===== src/rtl/mstm_pkg.sv =====
`default_nettype none

package mstm_pkg;

  // Table geometry.
  localparam int unsigned Slots = 8;
  localparam int unsigned IdxW  = (Slots > 1) ? $clog2(Slots) : 1;

  // Field widths.
  localparam int unsigned TimeW   = 32;
  localparam int unsigned DelayW  = 20;
  localparam int unsigned CfgIdxW = 2;

  // Configuration reset values.
  localparam logic [DelayW-1:0] MinPeriodReset = 20'd1;
  localparam logic [DelayW-1:0] MaxPeriodReset = 20'd1000000;

  // Request operations.
  typedef enum logic [1:0] {
    OP_ARM     = 2'd0,
    OP_KILL    = 2'd1,
    OP_SERVICE = 2'd2,
    OP_NONE    = 2'd3
  } op_e;

  // Result kinds.
  typedef enum logic [1:0] {
    KIND_ARM   = 2'd0,
    KIND_KILL  = 2'd1,
    KIND_FIRE  = 2'd2,
    KIND_EMPTY = 2'd3
  } kind_e;

  // Configuration register indexes.
  typedef enum logic [CfgIdxW-1:0] {
    CFG_MIN_PERIOD = 2'd0,
    CFG_MAX_PERIOD = 2'd1
  } cfg_reg_e;

  // Sequencer states.
  typedef enum logic [1:0] {
    S_IDLE  = 2'd0,
    S_SCAN  = 2'd1,
    S_FLUSH = 2'd2
  } state_e;

  // Command from the sequencer to the slot table.
  typedef struct packed {
    logic             arm_mode;
    logic             wr_arm;
    logic             wr_rearm;
    logic             wr_free;
    logic [TimeW-1:0] ident;
  } tbl_cmd_t;

  // What the slot table reports about the slot under the scan pointer.
  typedef struct packed {
    logic             free;
    logic             kill_hit;
    logic             due;
    logic             repeats;
    logic [TimeW-1:0] ident;
    logic [TimeW-1:0] tag;
  } tbl_view_t;

endpackage

`default_nettype wire


===== src/rtl/multi_slot_millisecond_timer.sv =====
// Arm and kill requests visit one slot per cycle until a free or matching slot
// is found or the last of the 8 slots is reached. A service request visits all
// 8 slots, one per cycle unless a due slot waits on the output, then the flush
// state. Each visit uses the single due-test subtract and deadline adder. Output
// stall holds the scan where a result must wait. Reset is asynchronous, active
// low: all slots free, next id 1, min_period 1, max_period 1000000.
`default_nettype none

module multi_slot_millisecond_timer (
  input  wire                                clk_i,
  input  wire                                rst_ni,
  // Request channel.
  input  wire                                in_valid_i,
  output logic                               in_stall_o,
  input  wire  [1:0]                         in_operation_i,
  input  wire  [mstm_pkg::TimeW-1:0]         in_now_i,
  input  wire  [mstm_pkg::DelayW-1:0]        in_delay_i,
  input  wire                                in_periodic_i,
  input  wire                                in_other_flags_i,
  input  wire  [mstm_pkg::TimeW-1:0]         in_user_tag_i,
  input  wire  [mstm_pkg::TimeW-1:0]         in_kill_id_i,
  // Result channel.
  output logic                               out_valid_o,
  input  wire                                out_stall_i,
  output logic [1:0]                         out_kind_o,
  output logic                               out_status_o,
  output logic [mstm_pkg::TimeW-1:0]         out_timer_id_o,
  output logic [mstm_pkg::TimeW-1:0]         out_fired_tag_o,
  output logic                               out_last_o,
  // Configuration write channel.
  input  wire                                cfg_valid_i,
  output logic                               cfg_ready_o,
  input  wire  [mstm_pkg::CfgIdxW-1:0]       cfg_index_i,
  input  wire  [mstm_pkg::DelayW-1:0]        cfg_data_i
);

  mstm_pkg::state_e state_q, state_d;

  // Captured request.
  mstm_pkg::op_e               op_q;
  logic                        bad_q;
  logic [mstm_pkg::TimeW-1:0]  now_q;
  logic [mstm_pkg::DelayW-1:0] delay_q;
  logic                        periodic_q;
  logic [mstm_pkg::TimeW-1:0]  tag_q;
  logic [mstm_pkg::TimeW-1:0]  kill_id_q;

  logic [mstm_pkg::DelayW-1:0] min_period_q;
  logic [mstm_pkg::DelayW-1:0] max_period_q;
  logic [mstm_pkg::TimeW-1:0]  next_ident_q;
  logic [mstm_pkg::TimeW-1:0]  next_ident_inc;
  logic [mstm_pkg::IdxW-1:0]   idx_q;
  logic                        last_slot;

  // Fire result held back until it is known whether another follows.
  logic                        pend_valid_q;
  logic [mstm_pkg::TimeW-1:0]  pend_id_q;
  logic [mstm_pkg::TimeW-1:0]  pend_tag_q;

  // Output register.
  logic                        out_valid_q;
  logic [1:0]                  out_kind_q, out_kind_d;
  logic                        out_status_q, out_status_d;
  logic [mstm_pkg::TimeW-1:0]  out_id_q, out_id_d;
  logic [mstm_pkg::TimeW-1:0]  out_tag_q, out_tag_d;
  logic                        out_last_q, out_last_d;

  logic                        in_accept;
  logic                        can_load;
  logic                        out_load;
  logic                        step;
  logic                        go_flush;
  logic                        go_idle;
  logic                        take_pend;
  logic                        clear_pend;
  logic                        bump_id;

  mstm_pkg::tbl_cmd_t          cmd;
  mstm_pkg::tbl_view_t         view;

  assign in_stall_o      = (state_q != mstm_pkg::S_IDLE);
  assign in_accept       = in_valid_i && !in_stall_o;
  assign cfg_ready_o     = 1'b1;
  assign can_load        = !out_valid_q || !out_stall_i;
  assign last_slot       = (idx_q == mstm_pkg::IdxW'(mstm_pkg::Slots - 1));
  assign next_ident_inc  = next_ident_q + 1'b1;

  assign out_valid_o     = out_valid_q;
  assign out_kind_o      = out_kind_q;
  assign out_status_o    = out_status_q;
  assign out_timer_id_o  = out_id_q;
  assign out_fired_tag_o = out_tag_q;
  assign out_last_o      = out_last_q;

  mstm_table u_table (
    .clk_i      (clk_i),
    .rst_ni     (rst_ni),
    .idx_i      (idx_q),
    .cmd_i      (cmd),
    .now_i      (now_q),
    .delay_i    (delay_q),
    .periodic_i (periodic_q),
    .tag_i      (tag_q),
    .kill_id_i  (kill_id_q),
    .view_o     (view)
  );

  // Configuration registers.
  always_ff @(posedge clk_i or negedge rst_ni) begin
    if (!rst_ni) begin
      min_period_q <= mstm_pkg::MinPeriodReset;
      max_period_q <= mstm_pkg::MaxPeriodReset;
    end else if (cfg_valid_i && cfg_ready_o) begin
      unique case (mstm_pkg::cfg_reg_e'(cfg_index_i))
        mstm_pkg::CFG_MIN_PERIOD: min_period_q <= cfg_data_i;
        mstm_pkg::CFG_MAX_PERIOD: max_period_q <= cfg_data_i;
        default: ;
      endcase
    end
  end

  // Request capture; the range and flag check is settled on acceptance.
  always_ff @(posedge clk_i or negedge rst_ni) begin
    if (!rst_ni) begin
      op_q <= mstm_pkg::OP_NONE;
    end else if (in_accept) begin
      op_q <= mstm_pkg::op_e'(in_operation_i);
    end
  end

  always_ff @(posedge clk_i) begin
    if (in_accept) begin
      bad_q      <= (in_delay_i < min_period_q) || (in_delay_i > max_period_q) ||
                    in_other_flags_i;
      now_q      <= in_now_i;
      delay_q    <= in_delay_i;
      periodic_q <= in_periodic_i;
      tag_q      <= in_user_tag_i;
      kill_id_q  <= in_kill_id_i;
    end
  end

  // Slot pointer and identifier counter.
  always_ff @(posedge clk_i or negedge rst_ni) begin
    if (!rst_ni) begin
      idx_q        <= '0;
      next_ident_q <= 32'd1;
    end else begin
      if (in_accept) begin
        idx_q <= '0;
      end else if (step) begin
        idx_q <= idx_q + 1'b1;
      end
      if (bump_id) begin
        next_ident_q <= (next_ident_inc == '0) ? 32'd1 : next_ident_inc;
      end
    end
  end

  // Held-back fire result.
  always_ff @(posedge clk_i or negedge rst_ni) begin
    if (!rst_ni) begin
      pend_valid_q <= 1'b0;
    end else if (take_pend) begin
      pend_valid_q <= 1'b1;
    end else if (clear_pend) begin
      pend_valid_q <= 1'b0;
    end
  end

  always_ff @(posedge clk_i) begin
    if (take_pend) begin
      pend_id_q  <= view.ident;
      pend_tag_q <= view.tag;
    end
  end

  // Output register.
  always_ff @(posedge clk_i or negedge rst_ni) begin
    if (!rst_ni) begin
      out_valid_q <= 1'b0;
    end else if (out_load) begin
      out_valid_q <= 1'b1;
    end else if (!out_stall_i) begin
      out_valid_q <= 1'b0;
    end
  end

  always_ff @(posedge clk_i) begin
    if (out_load) begin
      out_kind_q   <= out_kind_d;
      out_status_q <= out_status_d;
      out_id_q     <= out_id_d;
      out_tag_q    <= out_tag_d;
      out_last_q   <= out_last_d;
    end
  end

  // Sequencer state register.
  always_ff @(posedge clk_i or negedge rst_ni) begin
    if (!rst_ni) begin
      state_q <= mstm_pkg::S_IDLE;
    end else begin
      state_q <= state_d;
    end
  end

  // Next state.
  always_comb begin
    state_d = state_q;
    unique case (state_q)
      mstm_pkg::S_IDLE: begin
        if (in_accept && (mstm_pkg::op_e'(in_operation_i) != mstm_pkg::OP_NONE)) begin
          state_d = mstm_pkg::S_SCAN;
        end
      end
      mstm_pkg::S_SCAN: begin
        if (go_idle) begin
          state_d = mstm_pkg::S_IDLE;
        end else if (go_flush) begin
          state_d = mstm_pkg::S_FLUSH;
        end
      end
      mstm_pkg::S_FLUSH: begin
        if (go_idle) begin
          state_d = mstm_pkg::S_IDLE;
        end
      end
      default: state_d = mstm_pkg::S_IDLE;
    endcase
  end

  // Sequencer outputs: one slot is visited per cycle unless a result waits on the output.
  always_comb begin
    cmd          = '0;
    cmd.arm_mode = (op_q == mstm_pkg::OP_ARM);
    cmd.ident    = next_ident_q;
    out_load     = 1'b0;
    out_kind_d   = mstm_pkg::KIND_ARM;
    out_status_d = 1'b0;
    out_id_d     = '0;
    out_tag_d    = '0;
    out_last_d   = 1'b1;
    step         = 1'b0;
    go_flush     = 1'b0;
    go_idle      = 1'b0;
    take_pend    = 1'b0;
    clear_pend   = 1'b0;
    bump_id      = 1'b0;
    unique case (state_q)
      mstm_pkg::S_IDLE: ;
      mstm_pkg::S_SCAN: begin
        unique case (op_q)
          mstm_pkg::OP_ARM: begin
            out_kind_d = mstm_pkg::KIND_ARM;
            if (bad_q || (!view.free && last_slot)) begin
              // Rejected request or a full table.
              if (can_load) begin
                out_load     = 1'b1;
                out_status_d = 1'b1;
                go_idle      = 1'b1;
              end
            end else if (view.free) begin
              if (can_load) begin
                out_load   = 1'b1;
                out_id_d   = next_ident_q;
                cmd.wr_arm = 1'b1;
                bump_id    = 1'b1;
                go_idle    = 1'b1;
              end
            end else begin
              step = 1'b1;
            end
          end
          mstm_pkg::OP_KILL: begin
            out_kind_d = mstm_pkg::KIND_KILL;
            if (view.kill_hit) begin
              if (can_load) begin
                out_load    = 1'b1;
                cmd.wr_free = 1'b1;
                go_idle     = 1'b1;
              end
            end else if (last_slot) begin
              if (can_load) begin
                out_load     = 1'b1;
                out_status_d = 1'b1;
                go_idle      = 1'b1;
              end
            end else begin
              step = 1'b1;
            end
          end
          mstm_pkg::OP_SERVICE: begin
            if (view.due) begin
              // A new due slot releases the previous one as a non-final result.
              if (!pend_valid_q || can_load) begin
                if (pend_valid_q) begin
                  out_load   = 1'b1;
                  out_kind_d = mstm_pkg::KIND_FIRE;
                  out_id_d   = pend_id_q;
                  out_tag_d  = pend_tag_q;
                  out_last_d = 1'b0;
                end
                take_pend = 1'b1;
                if (view.repeats) begin
                  cmd.wr_rearm = 1'b1;
                end else begin
                  cmd.wr_free = 1'b1;
                end
                if (last_slot) begin
                  go_flush = 1'b1;
                end else begin
                  step = 1'b1;
                end
              end
            end else if (last_slot) begin
              go_flush = 1'b1;
            end else begin
              step = 1'b1;
            end
          end
          default: go_idle = 1'b1;
        endcase
      end
      mstm_pkg::S_FLUSH: begin
        // Final result of a service scan.
        if (can_load) begin
          out_load   = 1'b1;
          go_idle    = 1'b1;
          clear_pend = 1'b1;
          if (pend_valid_q) begin
            out_kind_d = mstm_pkg::KIND_FIRE;
            out_id_d   = pend_id_q;
            out_tag_d  = pend_tag_q;
          end else begin
            out_kind_d = mstm_pkg::KIND_EMPTY;
          end
        end
      end
      default: ;
    endcase
  end

  // Arm and kill replies are always the only result of their request.
  assert property (@(posedge clk_i) disable iff (!rst_ni)
    out_valid_o && ((out_kind_o == mstm_pkg::KIND_ARM) ||
                    (out_kind_o == mstm_pkg::KIND_KILL)) |-> out_last_o)
    else $error("arm or kill reply without last");

  // A successful arm hands out a nonzero identifier.
  assert property (@(posedge clk_i) disable iff (!rst_ni)
    out_valid_o && (out_kind_o == mstm_pkg::KIND_ARM) && !out_status_o
      |-> (out_timer_id_o != '0))
    else $error("arm succeeded with identifier zero");

  // Fire results carry a nonzero identifier and success.
  assert property (@(posedge clk_i) disable iff (!rst_ni)
    out_valid_o && (out_kind_o == mstm_pkg::KIND_FIRE)
      |-> (out_timer_id_o != '0) && !out_status_o)
    else $error("malformed fire result");

  // A held-back fire result never survives the end of a service scan.
  assert property (@(posedge clk_i) disable iff (!rst_ni)
    pend_valid_q |-> (state_q != mstm_pkg::S_IDLE))
    else $error("pending fire result left behind");

  // The identifier counter never holds zero.
  assert property (@(posedge clk_i) disable iff (!rst_ni)
    next_ident_q != '0)
    else $error("next identifier is zero");

endmodule

`default_nettype wire


===== src/rtl/mstm_table.sv =====
`default_nettype none

module mstm_table (
  input  wire                                clk_i,
  input  wire                                rst_ni,
  input  wire  [mstm_pkg::IdxW-1:0]          idx_i,
  input  wire  mstm_pkg::tbl_cmd_t           cmd_i,
  input  wire  [mstm_pkg::TimeW-1:0]         now_i,
  input  wire  [mstm_pkg::DelayW-1:0]        delay_i,
  input  wire                                periodic_i,
  input  wire  [mstm_pkg::TimeW-1:0]         tag_i,
  input  wire  [mstm_pkg::TimeW-1:0]         kill_id_i,
  output mstm_pkg::tbl_view_t                view_o
);

  logic [mstm_pkg::TimeW-1:0]  ident_q    [mstm_pkg::Slots];
  logic [mstm_pkg::TimeW-1:0]  tag_q      [mstm_pkg::Slots];
  logic [mstm_pkg::DelayW-1:0] period_q   [mstm_pkg::Slots];
  logic [mstm_pkg::TimeW-1:0]  deadline_q [mstm_pkg::Slots];
  logic                        repeats_q  [mstm_pkg::Slots];

  logic [mstm_pkg::TimeW-1:0]  cur_ident;
  logic [mstm_pkg::DelayW-1:0] add_b;
  logic [mstm_pkg::TimeW-1:0]  sum;
  logic [mstm_pkg::TimeW-1:0]  diff;

  // Shared arithmetic: one subtract for the due test, one add for new deadlines.
  assign cur_ident = ident_q[idx_i];
  assign add_b     = cmd_i.arm_mode ? delay_i : period_q[idx_i];
  assign sum       = now_i + {{(mstm_pkg::TimeW - mstm_pkg::DelayW){1'b0}}, add_b};
  assign diff      = now_i - deadline_q[idx_i];

  always_comb begin
    view_o          = '0;
    view_o.free     = (cur_ident == '0);
    view_o.kill_hit = (cur_ident != '0) && (cur_ident == kill_id_i);
    view_o.due      = (cur_ident != '0) && !diff[mstm_pkg::TimeW-1];
    view_o.repeats  = repeats_q[idx_i];
    view_o.ident    = cur_ident;
    view_o.tag      = tag_q[idx_i];
  end

  // Slot identifiers; zero marks a free slot.
  always_ff @(posedge clk_i or negedge rst_ni) begin
    if (!rst_ni) begin
      for (int i = 0; i < mstm_pkg::Slots; i++) begin
        ident_q[i] <= '0;
      end
    end else if (cmd_i.wr_arm) begin
      ident_q[idx_i] <= cmd_i.ident;
    end else if (cmd_i.wr_free) begin
      ident_q[idx_i] <= '0;
    end
  end

  // Slot payload, valid only while the slot holds an identifier.
  always_ff @(posedge clk_i) begin
    if (cmd_i.wr_arm) begin
      tag_q[idx_i]      <= tag_i;
      period_q[idx_i]   <= delay_i;
      deadline_q[idx_i] <= sum;
      repeats_q[idx_i]  <= periodic_i;
    end else if (cmd_i.wr_rearm) begin
      deadline_q[idx_i] <= sum;
    end
  end

endmodule

`default_nettype wire

===== config.mk =====
export PLATFORM = sky130hd
export DESIGN_NAME = multi_slot_millisecond_timer
export DESIGN_NICKNAME = d
export VERILOG_FILES = /design/src/rtl/mstm_pkg.sv /design/src/rtl/multi_slot_millisecond_timer.sv /design/src/rtl/mstm_table.sv
export SDC_FILE = /design/constraint.sdc
export NUM_CORES = 1
export LEC_CHECK = 0
export ABC_AREA = 1
export ABC_CLOCK_PERIOD_IN_PS = 21100
export BUFFER_PORTS_ARGS = -buffer_cell sky130_fd_sc_hd__buf_2
export CAP_MARGIN = 15
export CORE_UTILIZATION = 50
export CTS_CLUSTER_SIZE = 28
export DETAILED_ROUTE_END_ITERATION = 12
export GPL_TIMING_DRIVEN = 0
export MAX_ROUTING_LAYER = met4
export PLACE_DENSITY = 0.63
export SYNTH_ARGS = -nofsm -noshare
export SYNTH_HDL_FRONTEND = slang
export SYNTH_SLANG_ARGS = --single-unit

===== constraint.sdc =====
create_clock -name clk_i -period 21.1 [get_ports clk_i]
set_input_delay 4.22 -clock clk_i [delete_from_list [all_inputs] [get_ports clk_i]]
set_output_delay 4.22 -clock clk_i [all_outputs]
set_load 0.03 [all_outputs]

==> impl_metrics.ini <==
[power_and_ir_drop]
vdd_ir_drop_max_mv = 0.0917
power.density_mw_per_mm2 = 119
p_leak_uw = 0.0263

[worst_hold_path]
hp-class = reg -> reg
whs_path_depth = 2
hold-path-endpoint = min_period_q[7]
min_from = min_period_q[7]

[setup_path]
rr_startpoint = idx_q[1]
required_ns = 21.56
arrival_ns = 10.22
worstPathMaxFanout = 21
crit_path_end_kind = flop
r2r_setup_slack_ns = 11.34
setup.worst_path.start_class = flop
reg2regPathDepth = 27
crit_type = reg -> reg
rr_endpoint = u_table.deadline_q[1][6]

[detailed_routing]
wl_per_cell_um = 25.1
routed_via_density = 5.95
drt-initial-drc-count = 5745
vias = 43700
drt.antenna.violating_nets = 0
route.detailed.drc = 0
drt_wl_total_um = 185000
drt_first_pass_iters = 7

[synthesis]
synth_nets = 5616
netlist-cell-type-count = 48
synth_warnings = 0
synth-simple-area-share = 0.177
synth-async-reset-ratio = 0.266
yosysSeqAreaShare = 0.644
synth_edf_count = 930
synth-adder-area-share = 0.0225
synthFlopType = edfxtp_1
netlist_instances = 5368
synth-compound-area-share = 0.0902
muxShareOfSynthArea = 0
synthXorXnorAreaFrac = 0.00931
synth_top_family_by_area = simple AND/OR/NAND/NOR gates
avgSynthCellArea_um2 = 10.5
syn_area_mm2 = 0.0565
synth_seq_cells = 1267

[sta]
clock_skew_ns = 0.0225
slew_headroom = 0.161
fmax_ghz = 0.102
fin_crit_ns = 9.76
report.final.hold_viol_count = 0
fin_crit_sh = 0.463
timing.setup.tns_ns = 0
rsz0062_at_grt = false
finalWorstSetupSlack_ns = 11.34
setup_viol = 0
worst_pin_slew_ns = 1.26
slew_viol_final = 0

[global_route]
globalRoute.totalOverflow = 0
grt_pass1_vias = 40100
grt_usage = 0.332
grt_pass1_wl_um = 267000
grt_max_degree = 98
antenna_found_initial = 2

[cells_and_area]
layout.nets = 6005
multi_input_area_mm2 = 0.0170
finish.instance_area_mm2 = 0.0646
n_fill_cell = 9402
stdcell_count = 7349
layout-drive-gt1-share = 0.104
syn2layout_area_growth_pct = 14.4
regArea_mm2 = 0.0364

[floorplanning]
die_y_um = 338
die-area_mm2 = 0.114
start_util = 0.507
rows = 122
core_area_mm2 = 0.111
die_width_um = 338
io_pins = 218

[status]
run_status = finished clean

[place]
place_congestion = 0.962
dp.final_hpwl_um = 130000
post-place-cells = 7105
dp_slack_ns = 11.38
place_area_mm2 = 0.0603
io_buffers = 216

[cts]
cts.sinks = 1267
ctsResizeCount = 0
cts_root_buffer = clkbuf_16
clock_latency_ns = 0.77
cts_max_path_buffers = 3
clk_pin_slew_ns = 0.06
numCtsBuffers = 137
htree_levels = 4
post_cts_buffers = 0
cts_tree = done
postCtsHoldBufs = 0

[run]
cap_viol_max_count = 0
layout by cell type (no fill, tap or decap), types with 86 or more instances in the layout:
cell type,n
nand2_1,1510
edfxtp_1,930
nand3_1,513
inv_1,441
dfrtp_1,326
buf_2,309
o22ai_1,198
o21ai_0,184
clkbuf_1,175
nor2_1,157
clkbuf_16,139
ha_1,100
a21oi_1,95
a221oi_1,89
nand4_1,86
routing by layer:
layer	part of all wire	GRT usage	wire (µm)	up-vias
met5	0	-	0	-
met4	0.037	0.123	6860	0
met3	0.097	0.0536	17900	370
met2	0.45	0.492	82700	2464
met1	0.42	0.464	77200	21400
li1	-	-	-	19500
final cells by class:
class / instances / share of cell area
flip-flops and latches: 1267 / 0.563
multi-input cells: 3309 / 0.263
clock buffers: 174 / 0.0567
well taps: 1488 / 0.0288
repair buffers: 250 / 0.0287
inverters: 478 / 0.0279
plain buffers: 314 / 0.0217
clock inverters: 68 / 0.0101
diodes: 1 / 0.0000387
cell families after synthesis:
kind of cell,Yosys count
compound gates,784
xor+xnor,60
fa+ha+maj,101
buf+inv,792
flops,1267
other cells,1
simple gates,2363
synthesized netlist by cell type (47+ instances only):
cell type	count	share of area
a21oi_1	95	0.0084
a221oi_1	89	0.014
a22o_1	59	0.0092
a22oi_1	78	0.010
buf_1	53	0.0035
buf_2	94	0.0083
clkbuf_1	145	0.0096
dfrtp_1	326	0.14
edfxtp_1	930	0.49
ha_1	100	0.022
inv_1	443	0.029
nand2_1	1510	0.10
nand3_1	513	0.045
nand4_1	86	0.0095
nor2_1	171	0.011
o21ai_0	184	0.016
o22ai_1	198	0.022
xor2_1	47	0.0073
worst max path at each step:
stage	start	end	slack (ns)	cells after the start
floorplan	out_stall_i	u_table.deadline_q[0][0]	11.82	7
global placement	idx_q[1]	u_table.deadline_q[0][12]	4.86	25
detailed placement	idx_q[1]	u_table.deadline_q[6][30]	11.38	26
CTS	idx_q[1]	u_table.deadline_q[1][8]	11.31	26
global route	idx_q[1]	u_table.deadline_q[1][12]	10.97	27
finish	idx_q[1]	u_table.deadline_q[1][6]	11.34	27
flip-flops by register name, summed over array words and instances (netlist names), 32 cells and up:
name / cells
kill_id_q: 32
tag_q: 32
pend_id_q: 32
u_table.tag_q: 256
u_table.period_q: 160
next_ident_q: 32
u_table.ident_q: 256
out_timer_id_o: 32
out_fired_tag_o: 32
u_table.deadline_q: 256
now_q: 32
pend_tag_q: 32
critical path, stage by stage (launching register included):
cell      delay, ns
dfrtp_1        0.43
clkinv_1       0.32
nor2_1         0.95
inv_1          0.14
nor2_1         0.32
clkbuf_1       0.67
buf_1          0.91
clkbuf_1       0.61
buf_8          0.23
a21oi_1        0.08
nand4_1        0.07
inv_1          0.08
ha_1           0.31
nand4_1        0.13
nor4_1         0.32
inv_1          0.10
nor4_1         0.35
nand2_1        0.24
nand3_1        0.25
nand3_1        0.13
nor2_2         0.36
nand2_1        0.20
nor2_4         0.68
nand2_1        0.10
nand2_1        0.11
inv_1          0.31
nor2_4         0.73
buf_16         0.24
per-stage QoR:
step,power (µW),hold WS [ns],util
after global placement,5300,0.469,0.534
after global routing,7950,0.495,0.580
final,7670,0.482,0.580
after detailed placement,5330,0.475,0.542
after CTS,7650,0.488,0.580
after floorplan,4510,0.449,-
power by group:
group / total (µW) / switching, µW / internal [µW]
logic: 2050 / 1530 / 520
clock network: 2340 / 1010 / 1330
registers: 3280 / 154 / 3130
(Power assumes the default switching activity.)
